## config.mk

```make
export PLATFORM = sky130hd
export DESIGN_NAME = tvr_queue
export DESIGN_NICKNAME = d
export VERILOG_FILES = /design/src/rtl/core/tvr_queue.sv
export SDC_FILE = /design/constraint.sdc
export NUM_CORES = 1
export LEC_CHECK = 0
export ABC_CLOCK_PERIOD_IN_PS = 4580
export BUFFER_PORTS_ARGS = -buffer_cell sky130_fd_sc_hd__buf_2
export CAP_MARGIN = 25
export CORE_ASPECT_RATIO = 1.1
export CORE_MARGIN = 3
export CORE_UTILIZATION = 30
export DETAILED_ROUTE_END_ITERATION = 7
export GPL_TIMING_DRIVEN = 1
export PLACE_DENSITY = 0.46
export SKIP_CTS_REPAIR_TIMING = 1
export SLEW_MARGIN = 20
export SYNTH_ARGS = -nofsm -noshare
export SYNTH_HDL_FRONTEND = slang
export SYNTH_SLANG_ARGS = --single-unit
```

## constraint.sdc

```tcl
create_clock -name i_clk -period 4.58 [get_ports i_clk]
set_input_delay 0.916 -clock i_clk [delete_from_list [all_inputs] [get_ports i_clk]]
set_output_delay 0.916 -clock i_clk [all_outputs]
set_load 0.02 [all_outputs]
```

## src/rtl/core/tvr_queue.sv

```systemverilog
`timescale 1ns / 1ps
// ----------------------------------------------------------------------------
// tvr_queue
// Short register queue between the front and the back part.
// ----------------------------------------------------------------------------
module tvr_queue #(
    parameter int DATA_W = 8,
    parameter int DEPTH  = 4
) (
    input  logic                             i_clk,
    input  logic                             i_rst_n,
    input  logic                             i_push,
    input  logic [DATA_W-1:0]                i_data,
    output logic                             o_ready,
    input  logic                             i_pop,
    output logic                             o_valid,
    output logic [DATA_W-1:0]                o_data,
    output logic [$clog2(DEPTH+1)-1:0]       o_count
);

    localparam int PTR_W   = (DEPTH > 1) ? $clog2(DEPTH) : 1;
    localparam int COUNT_W = $clog2(DEPTH + 1);

    logic [DATA_W-1:0]  r_mem [DEPTH];
    logic [PTR_W-1:0]   r_wr_ptr;
    logic [PTR_W-1:0]   r_rd_ptr;
    logic [COUNT_W-1:0] r_count;
    logic               w_push;
    logic               w_pop;

    assign o_ready = r_count != COUNT_W'(DEPTH);
    assign o_valid = r_count != '0;
    assign o_data  = r_mem[r_rd_ptr];
    assign o_count = r_count;
    assign w_push  = i_push && o_ready;
    assign w_pop   = i_pop && o_valid;

    always_ff @(posedge i_clk) begin
        if (w_push) begin
            r_mem[r_wr_ptr] <= i_data;
        end
    end

    always_ff @(posedge i_clk) begin
        if (!i_rst_n) begin
            r_wr_ptr <= '0;
            r_rd_ptr <= '0;
            r_count  <= '0;
        end else begin
            if (w_push) begin
                r_wr_ptr <= (r_wr_ptr == PTR_W'(DEPTH - 1)) ? '0 : r_wr_ptr + 1'b1;
            end
            if (w_pop) begin
                r_rd_ptr <= (r_rd_ptr == PTR_W'(DEPTH - 1)) ? '0 : r_rd_ptr + 1'b1;
            end
            case ({w_push, w_pop})
                2'b10:   r_count <= r_count + 1'b1;
                2'b01:   r_count <= r_count - 1'b1;
                default: r_count <= r_count;
            endcase
        end
    end

endmodule

```

==> flow_metrics.py <==
metrics = {
    "timing": {
        "grt_setup_unrepaired": "false",
        "hold_viol_final": 0,
        "fin_crit_ns": 2.658,
        "tightest_slew_ns": 0.5869,
        "fin_tns_setup_ns": 0,
        "slew_headroom_pct": 60.82,
        "worst_hold_slack_ns": 0.5122,
        "fmax_mhz": 376.2,
        "final_max_slew_viol_count": 0,
        "setup_viol": 0,
        "min_period_over_period_pct": 58.04,
        "finClkSkew_ns": 0.007207,
    },
    "global_route": {
        "grt_pass1_wl_um": 4857,
        "grt_pass1_vias": 956,
        "overflow": 0,
        "antenna_found_initial": 0,
        "grt_usage_pct": 10.00,
        "grt_max_degree": 14,
    },
    "route": {
        "vias": 877,
        "totalWireLength_um": 2861,
        "vias_per_cell": 4.429,
        "drt_iter0_markers": 28,
        "antenna_left": 0,
        "routedWlPerCell_um": 14.45,
        "drc": 0,
        "first_pass_iters": 4,
    },
    "critical_path": {
        "cp_slowest_cell": "dfxtp_1",
        "reg2reg_depth": 9,
        "crit_chain": "mux4_2 > buf_2",
        "max_stage_delay_ns": 0.70,
        "arrival_ns": 1.74,
        "cp-start-kind": "flop",
        "cp-end-kind": "output port",
        "required_ns": 3.66,
        "crit_type": "flop to output port",
        "cp_max_fo": 8,
    },
    "yosys": {
        "synthArstFlopShare_pct": 0,
        "ys_seq_area_share_pct": 68.99,
        "synth_area_leaders": "edfxtp_1 58%, dfxtp_1 11%, mux4_2 11%",
        "synthCells": 98,
        "dominantRegCellSynth": "edfxtp_1",
        "synth_enable_flop_cells": 32,
        "ys_seq_elements": 41,
        "yosysTopAreaCellShare_pct": 58.09,
        "syn_area_um2": 1654,
        "yosys.area.top_type": "edfxtp_1",
        "yosysWarnings": 0,
        "syn_nets": 117,
        "synth_cell_types": 27,
        "syn_area_per_cell_um2": 16.88,
    },
    "clock_tree": {
        "htree_levels": 2,
        "cts_root_buf": "clkbuf_8",
        "cts_tree": "built",
        "cts_made_buffers": 5,
        "clockBufferDepth": 2,
        "insertion_delay_ns": 0.29,
        "clkTransAtPathRegs_ns": 0.07,
        "clock_sinks": 41,
    },
    "die": {
        "ios": 25,
        "die_w_um": 76.80,
        "core_area_um2": 5169,
        "die-area_um2": 6442,
        "rows": 27,
        "start_util_pct": 32.00,
        "fp.dieH_um": 83.88,
    },
    "final_layout": {
        "diodes": 0,
        "drive_gt1_share_pct": 35.71,
        "area.growth.synth_to_final_pct": 17.93,
        "layout_common_cells": "32 x edfxtp_1, 24 x buf_2, 9 x dfxtp_1",
        "finalNetCount": 144,
        "mostFrequentLayoutCell": "edfxtp_1",
        "n_fill_cell": 496,
    },
    "placed_design": {
        "place_congestion": 0.6438,
        "port_buffers": 24,
        "hpwl_um": 1986,
    },
    "pwr": {
        "ir_worst_vdd_mv": 0.1710,
        "switching_share_pct": 30.75,
        "p_sw_mw": 0.3331,
        "p_int_mw": 0.7502,
        "power.leakage_nw": 0.7099,
        "comb_power_share_pct": 27.6,
        "seq_power_share_pct": 46.5,
        "finalPower_mw": 1.083,
        "p_clk_share_pct": 25.9,
        "pwr_density_cell_nw_per_um2": 555.4,
    },
    "run": {
        "drv_cap": 0,
    },
    "status": {
        "status": "finished clean",
    },
    "min_path": {
        "holdCritPathClass": "flop to flop",
        "hold_path_depth": 2,
    },
}
-- final timing paths --
kind / startpoint / to / slack (ns)
worst max register to register: o_count[2] / o_count[2] / 2.07
worst min-delay path: r_wr_ptr[1] / r_wr_ptr[1] / 0.51
worst min register to register: r_wr_ptr[1] / r_wr_ptr[1] / 0.51
worst max-delay path: flop / o_data[0] / 1.92
-- kinds of logic after synthesis --
family	Yosys count	share of synthesized area, %
XOR/XNOR	2	1.059
flip-flops	41	68.99
AND/OR/NAND/NOR	21	7.262
adder cells (fa/ha/maj)	7	5.749
AO/OA/AOI/OAI	7	2.421
multiplexers	9	11.50
buffers and inverters	11	3.025
-- critical path, delay by kind of cell, from the launching register on --
kind | cells | cell delay (ns)
flops | 1 | 0.70
buf+inv | 1 | 0.17
mux | 1 | 0.58
-- area by class of cell --
type | count | area (um2) | share of cell area [%]
multi-input cells | 46 | 462.9 | 23.73
repair buffers | 24 | 120.1 | 6.158
flip-flops and latches | 41 | 1141 | 58.50
clock inverters | 3 | 41.29 | 2.117
inverters | 7 | 26.28 | 1.347
well taps | 72 | 90.09 | 4.618
clock buffers | 5 | 68.82 | 3.528
-- routing by layer --
layer  global-route usage (%)  share of wire [%]  vias to the layer above
met5                        0                  0                        -
met2                    16.24                 52                       17
met4                    3.954               0.77                        0
met1                    11.85                 43                      442
met3                    3.888                4.4                        2
li1                         -                  -                      416
-- power by group through the flow --
stage	Combinational, mW	Sequential (mW)	Clock, mW
6_report	0.299	0.504	0.281
5_1_grt	0.328	0.516	0.310
4_1_cts	0.306	0.507	0.292
3_5_place_dp	0.306	0.515	0
3_3_place_gp	0.299	0.512	0
2_1_floorplan	0.231	0.497	0
-- state kept, by name, indices dropped and copies added, names as in the netlist, named ones only --
name      count
r_wr_ptr      2
r_mem        32
r_rd_ptr      2
o_count       3
-- through the flow --
step	std cells	setup slack [ns]	cell area (um2)	util, %
after floorplan	98	2.061	1654	-
after global placement	190	2.007	1841	35.61
after detailed placement	190	1.950	1841	35.61
after CTS	198	1.860	1951	37.74
after global routing	198	1.787	1951	37.74
final	198	1.922	1951	37.74
-- synthesized netlist by cell type (2+ instances only) --
cell type / n
dfxtp_1: 9
mux4_2: 8
nand3_1: 2
nor2_1: 2
o21ai_0: 4
nand2_1: 6
or3_2: 2
edfxtp_1: 32
ha_1: 6
inv_1: 7
and3_2: 3
and2_1: 2
(Power assumes the default switching activity.)
