File: src/rtl/core/tvr_pkg.sv
`timescale 1ns / 1ps
// ----------------------------------------------------------------------------
// tvr_pkg
// Shared widths, reset values, register indexes and types of the trajectory
// velocity retimer.
// ----------------------------------------------------------------------------
package tvr_pkg;

    localparam int ANGLE_W      = 32;
    localparam int STAMP_W      = 32;
    localparam int DELTA_W      = ANGLE_W + 1;
    localparam int ANGLE_FIELDS = 7;
    localparam int FRAC_W       = 16;
    localparam int LIMIT_W      = 23;
    localparam int INV_W        = 25;
    localparam int TPROD_W      = DELTA_W + INV_W;
    localparam int LPROD_W      = LIMIT_W + STAMP_W;
    localparam int CFG_INDEX_W  = 8;
    localparam int CFG_DATA_W   = 32;
    localparam int S_TDATA_W    = STAMP_W + ANGLE_FIELDS * ANGLE_W;
    localparam int M_TUSER_W    = 2;

    localparam logic [STAMP_W-1:0] STAMP_MAX = '1;
    localparam logic [FRAC_W-1:0]  ROUND_HALF = FRAC_W'(1 << (FRAC_W - 1));

    localparam logic [LIMIT_W-1:0] LARGE_LIMIT_RST = 23'd49414;
    localparam logic [LIMIT_W-1:0] SMALL_LIMIT_RST = 23'd61768;
    localparam logic [INV_W-1:0]   LARGE_INV_RST   = 25'd86916;
    localparam logic [INV_W-1:0]   SMALL_INV_RST   = 25'd69534;

    localparam logic [CFG_INDEX_W-1:0] CFG_LARGE_LIMIT = 8'd0;
    localparam logic [CFG_INDEX_W-1:0] CFG_SMALL_LIMIT = 8'd1;
    localparam logic [CFG_INDEX_W-1:0] CFG_LARGE_INV   = 8'd2;
    localparam logic [CFG_INDEX_W-1:0] CFG_SMALL_INV   = 8'd3;

    // segment header classified by the front part
    typedef struct packed {
        logic               first;
        logic               time_ok;
        logic [STAMP_W-1:0] stamp;
        logic [STAMP_W-1:0] planned;
    } t_seg_hdr;

    localparam int HDR_W = $bits(t_seg_hdr);

    typedef struct packed {
        logic [LIMIT_W-1:0] large_limit;
        logic [LIMIT_W-1:0] small_limit;
        logic [INV_W-1:0]   large_inv;
        logic [INV_W-1:0]   small_inv;
    } t_cfg;

endpackage

File: src/rtl/core/tvr_front.sv
`timescale 1ns / 1ps
// ----------------------------------------------------------------------------
// tvr_front
// Keeps the previous point and turns each new point into a segment: planned
// time, time check and absolute per-joint travel.
// ----------------------------------------------------------------------------
module tvr_front
    import tvr_pkg::*;
#(
    parameter int JOINTS = 7
) (
    input  logic                      i_clk,
    input  logic                      i_rst_n,
    input  logic                      i_accept,
    input  logic                      i_first,
    input  logic [STAMP_W-1:0]        i_stamp,
    input  logic signed [ANGLE_W-1:0] i_angles [ANGLE_FIELDS],
    output t_seg_hdr                  o_hdr,
    output logic [DELTA_W-1:0]        o_deltas [JOINTS]
);

    logic signed [ANGLE_W-1:0] r_last [JOINTS];
    logic [STAMP_W-1:0]        r_last_stamp;
    logic signed [ANGLE_W-1:0] w_cur  [JOINTS];
    logic signed [DELTA_W-1:0] w_diff [JOINTS];
    logic                      w_time_ok;

    for (genvar j = 0; j < JOINTS; j++) begin : g_joint
        if (j < ANGLE_FIELDS) begin : g_field
            assign w_cur[j] = i_angles[j];
        end else begin : g_zero
            // joints with no field sit at position zero
            assign w_cur[j] = '0;
        end
        assign w_diff[j]   = {w_cur[j][ANGLE_W-1], w_cur[j]}
                           - {r_last[j][ANGLE_W-1], r_last[j]};
        assign o_deltas[j] = w_diff[j][DELTA_W-1] ? DELTA_W'(-w_diff[j]) : w_diff[j];
    end

    assign w_time_ok       = i_stamp > r_last_stamp;
    assign o_hdr.first     = i_first;
    assign o_hdr.time_ok   = w_time_ok;
    assign o_hdr.stamp     = i_stamp;
    assign o_hdr.planned   = w_time_ok ? (i_stamp - r_last_stamp) : '0;

    always_ff @(posedge i_clk) begin
        if (!i_rst_n) begin
            for (int j = 0; j < JOINTS; j++) begin
                r_last[j] <= '0;
            end
            r_last_stamp <= '0;
        end else if (i_accept) begin
            for (int j = 0; j < JOINTS; j++) begin
                r_last[j] <= w_cur[j];
            end
            r_last_stamp <= i_stamp;
        end
    end

endmodule

File: config.mk
export PLATFORM = sky130hd
export DESIGN_NAME = tvr_front
export DESIGN_NICKNAME = d
export VERILOG_FILES = /design/src/rtl/core/tvr_pkg.sv /design/src/rtl/core/tvr_front.sv
export SDC_FILE = /design/constraint.sdc
export NUM_CORES = 1
export LEC_CHECK = 0
export BUFFER_PORTS_ARGS = -buffer_cell sky130_fd_sc_hd__buf_2
export CAP_MARGIN = 5
export CORE_AREA = 4 4 159 315
export CTS_CLUSTER_SIZE = 10
export DETAILED_ROUTE_END_ITERATION = 6
export DIE_AREA = 0 0 163 319
export HOLD_SLACK_MARGIN = 0.06
export PLACE_DENSITY = 0.88
export REMOVE_ABC_BUFFERS = 1
export SLEW_MARGIN = 20
export SYNTH_ARGS = -nofsm -noshare
export SYNTH_HDL_FRONTEND = slang
export SYNTH_SLANG_ARGS = --single-unit
File: constraint.sdc
create_clock -name i_clk -period 17.3 [get_ports i_clk]
set_input_delay 2.595 -clock i_clk [delete_from_list [all_inputs] [get_ports i_clk]]
set_output_delay 2.595 -clock i_clk [all_outputs]
set_load 0.03 [all_outputs]
==> results.toml <==
[synth]
syn_area_um2 = 29800
yosysTopAreaCell = "edfxtp_1"
yosysWarningCount = 0
synth_top_area_share = 0.226
synth_edf_count = 224
yosys-top-cells-count = "343 x inv_1, 295 x a21oi_1, 263 x ha_1"
ys_seq_area_frac = 0.247
async_flop_share = 0
ys_types = 97
synth_seq_cells = 256
synthTopCellsByArea = "edfxtp_1 23%, ha_1 11%, xnor2_1 7.7%, a21oi_1 5.0%, and3_1 4.9%"
synthFlopType = "edfxtp_1"
yosys.cell_count.top_type = "inv_1"
syn_avg_cell_area_um2 = 8.09
post_synth_inst_count = 3685

[sta]
relSlewSlack = 0.260
skew_ns = 0
final_max_slew_viol_count = 0
fin_setup_tns_ns = 0
tightestPinTransition_ns = 1.10
fin_crit_ns = 9.91
fin_crit_sh = 0.573
rsz0062_at_grt = "false"
fmax_mhz = 101
setup_viol = 0
finalHoldViolations = 0

[layout]
stdcell_area_um2 = 33600
syn2layout_area_growth_pct = 12.9
nNetsFinal = 4639
drive_gt1_frac = 0.163

[clock_tree]
cts_sinks = 256
cts_tree = "built"
cts-resized-gates = 0
root_buffer = "clkbuf_16"
post_cts_buffers = 0
worstSkewPairLatency_ns = 0.59
cts.clk_slew.worst_paths_ns = 0.06
cts_buffers = 30
cts_htree_levels = 1
clock_path_buffers = 3
ctsHoldBuffers = 0

[global_routing]
grt_overflow = 0
grt_pass1_wl_mm = 144
grt_pass1_vias = 29511
grt_max_degree = 115
grtUsageTotal = 0.335
antenna_found_initial = 37

[setup_path]
path_class = "in -> out"
endpoint_kind = "primary output"
start_kind = "primary input"
cp_max_fo = 6
cp.required_ns = 14.70
worstPathArrival_ns = 7.31

[drt]
routed_via_density = 6.20
drt-wirelength-per-cell_um = 19.2
wl_mm = 92.0
first_pass_iters = 6
antenna_left = 0
drt_iter0_drc = 1996
post-route-drc-count = 0
vias = 29658

[status]
outcome = "finished clean"

[pwr]
p_leak_nw = 15.3
power_density_nw_per_um2 = 104
vdd_ir_drop_max_uv = 91.1

[place]
hpwl_mm = 72.2
numPortBuffers = 554
routabilityCongestion = 0.988
place_area_um2 = 32700

[floorplanning]
die-area_um2 = 52000
start_util = 0.627
die_h_um = 319
num_io_pins = 557
core_region_area_um2 = 47500
die_w_um = 163
row_count = 113

[run]
drv_cap = 0

[hold_path]
hold_class = "reg -> reg"
-- worst max-delay path: stages --
cell	delay [ns]
buf_2	0.09
inv_1	0.04
ha_1	0.22
fa_1	0.40
nand2b_1	0.19
a21oi_1	0.38
nor3_1	0.18
nor4_1	0.45
nor3_1	0.19
a211o_1	0.34
a21o_1	0.18
or4_1	0.58
a2111oi_2	0.60
nand3_1	0.17
nor4bb_1	0.44
buf_2	0.28
-- layer usage --
layer,vias up,share of wire,global-route usage
li1,14163,-,-
met1,13834,0.34,0.338
met2,1233,0.52,0.621
met3,406,0.071,0.0598
met4,22,0.069,0.213
met5,-,0.0014,0
-- worst paths after layout --
| check | from | end | slack [ns] | depth (start not counted) |
|---|---|---|---|---|
| min | r_last_stamp[3] | r_last_stamp[3] | 0.52 | 2 |
| max reg2reg | r_last_stamp[18] | r_last_stamp[18] | 16.63 | 2 |
| min reg2reg | r_last_stamp[3] | r_last_stamp[3] | 0.52 | 2 |
| max | i_angles[32] | o_deltas[65] | 7.39 | 16 |
-- cell type report --
class | instances | area, um^2
diodes | 29 | 72.6
clock buffers | 45 | 838
flip-flops and latches | 256 | 7370
inverters | 343 | 1290
repair buffers | 566 | 2880
fillers | 3884 | 13900
well taps | 632 | 791
clock inverters | 3 | 13.8
multi-input cells | 2911 | 20400
-- per-stage QoR --
| step | worst slack (ns) | power [W] | utilization | instances | hold slack (ns) |
|---|---|---|---|---|---|
| after floorplan | 8.02 | 0.00230 | - | 3510 | 0.483 |
| after global placement | 7.50 | 0.00287 | 0.688 | 4708 | 0.495 |
| after detailed placement | 7.48 | 0.00289 | 0.688 | 4708 | 0.506 |
| after CTS | 7.45 | 0.00350 | 0.706 | 4756 | 0.524 |
| after global routing | 7.07 | 0.00369 | 0.708 | 4774 | 0.530 |
| final | 7.39 | 0.00351 | 0.708 | 4785 | 0.517 |
-- cells by family (layout without fill, tap and decap cells) --
logic type | Yosys count | after routing | synth area share
xor gates and xnor gates | 402 | 402 | 0.118
buffers and inverters | 518 | 957 | 0.0702
adders and majority gates | 271 | 271 | 0.116
DFF | 256 | 256 | 0.247
other | 0 | 29 | 0
AOI/OAI and AO/OA | 1010 | 1010 | 0.223
and+or+nand+nor | 1188 | 1188 | 0.212
muxes | 40 | 40 | 0.0135
-- state kept, by name, indices dropped and copies added, names as in the netlist --
| register | cells |
|---|---|
| r_last | 224 |
| r_last_stamp | 32 |
-- power by group --
group	total (W)	leakage, nW	internal, W	switching, W
clock	0.000595	0.414	0.000328	0.000267
sequential	0.000740	2.67	0.000725	0.0000157
combinational	0.00218	12.2	0.000708	0.00147
-- placed cells by master, fill, tap and decap left out, types with 21 or more instances in the layout --
master     instances
and3_1           233
or2_2             25
nand2_1          194
clkbuf_16         31
ha_1             263
o21bai_1          24
o21ai_0          163
nand2b_1          38
nand3_1           80
xor2_1           141
and2_1            56
o21a_1            56
o31ai_1           40
inv_1            343
a31oi_1           46
buf_2            552
nor2_1           242
nor3_1            78
nand4_1           34
or3_1             35
edfxtp_1         224
o211ai_1          24
a21o_1           120
diode_2           29
nor4_1            21
a211oi_1          35
dfxtp_1           32
a21oi_1          294
nor2b_1           79
xnor2_1          261
o21ai_1           22
mux2i_1           38
Power figures use the tool's default switching activity.
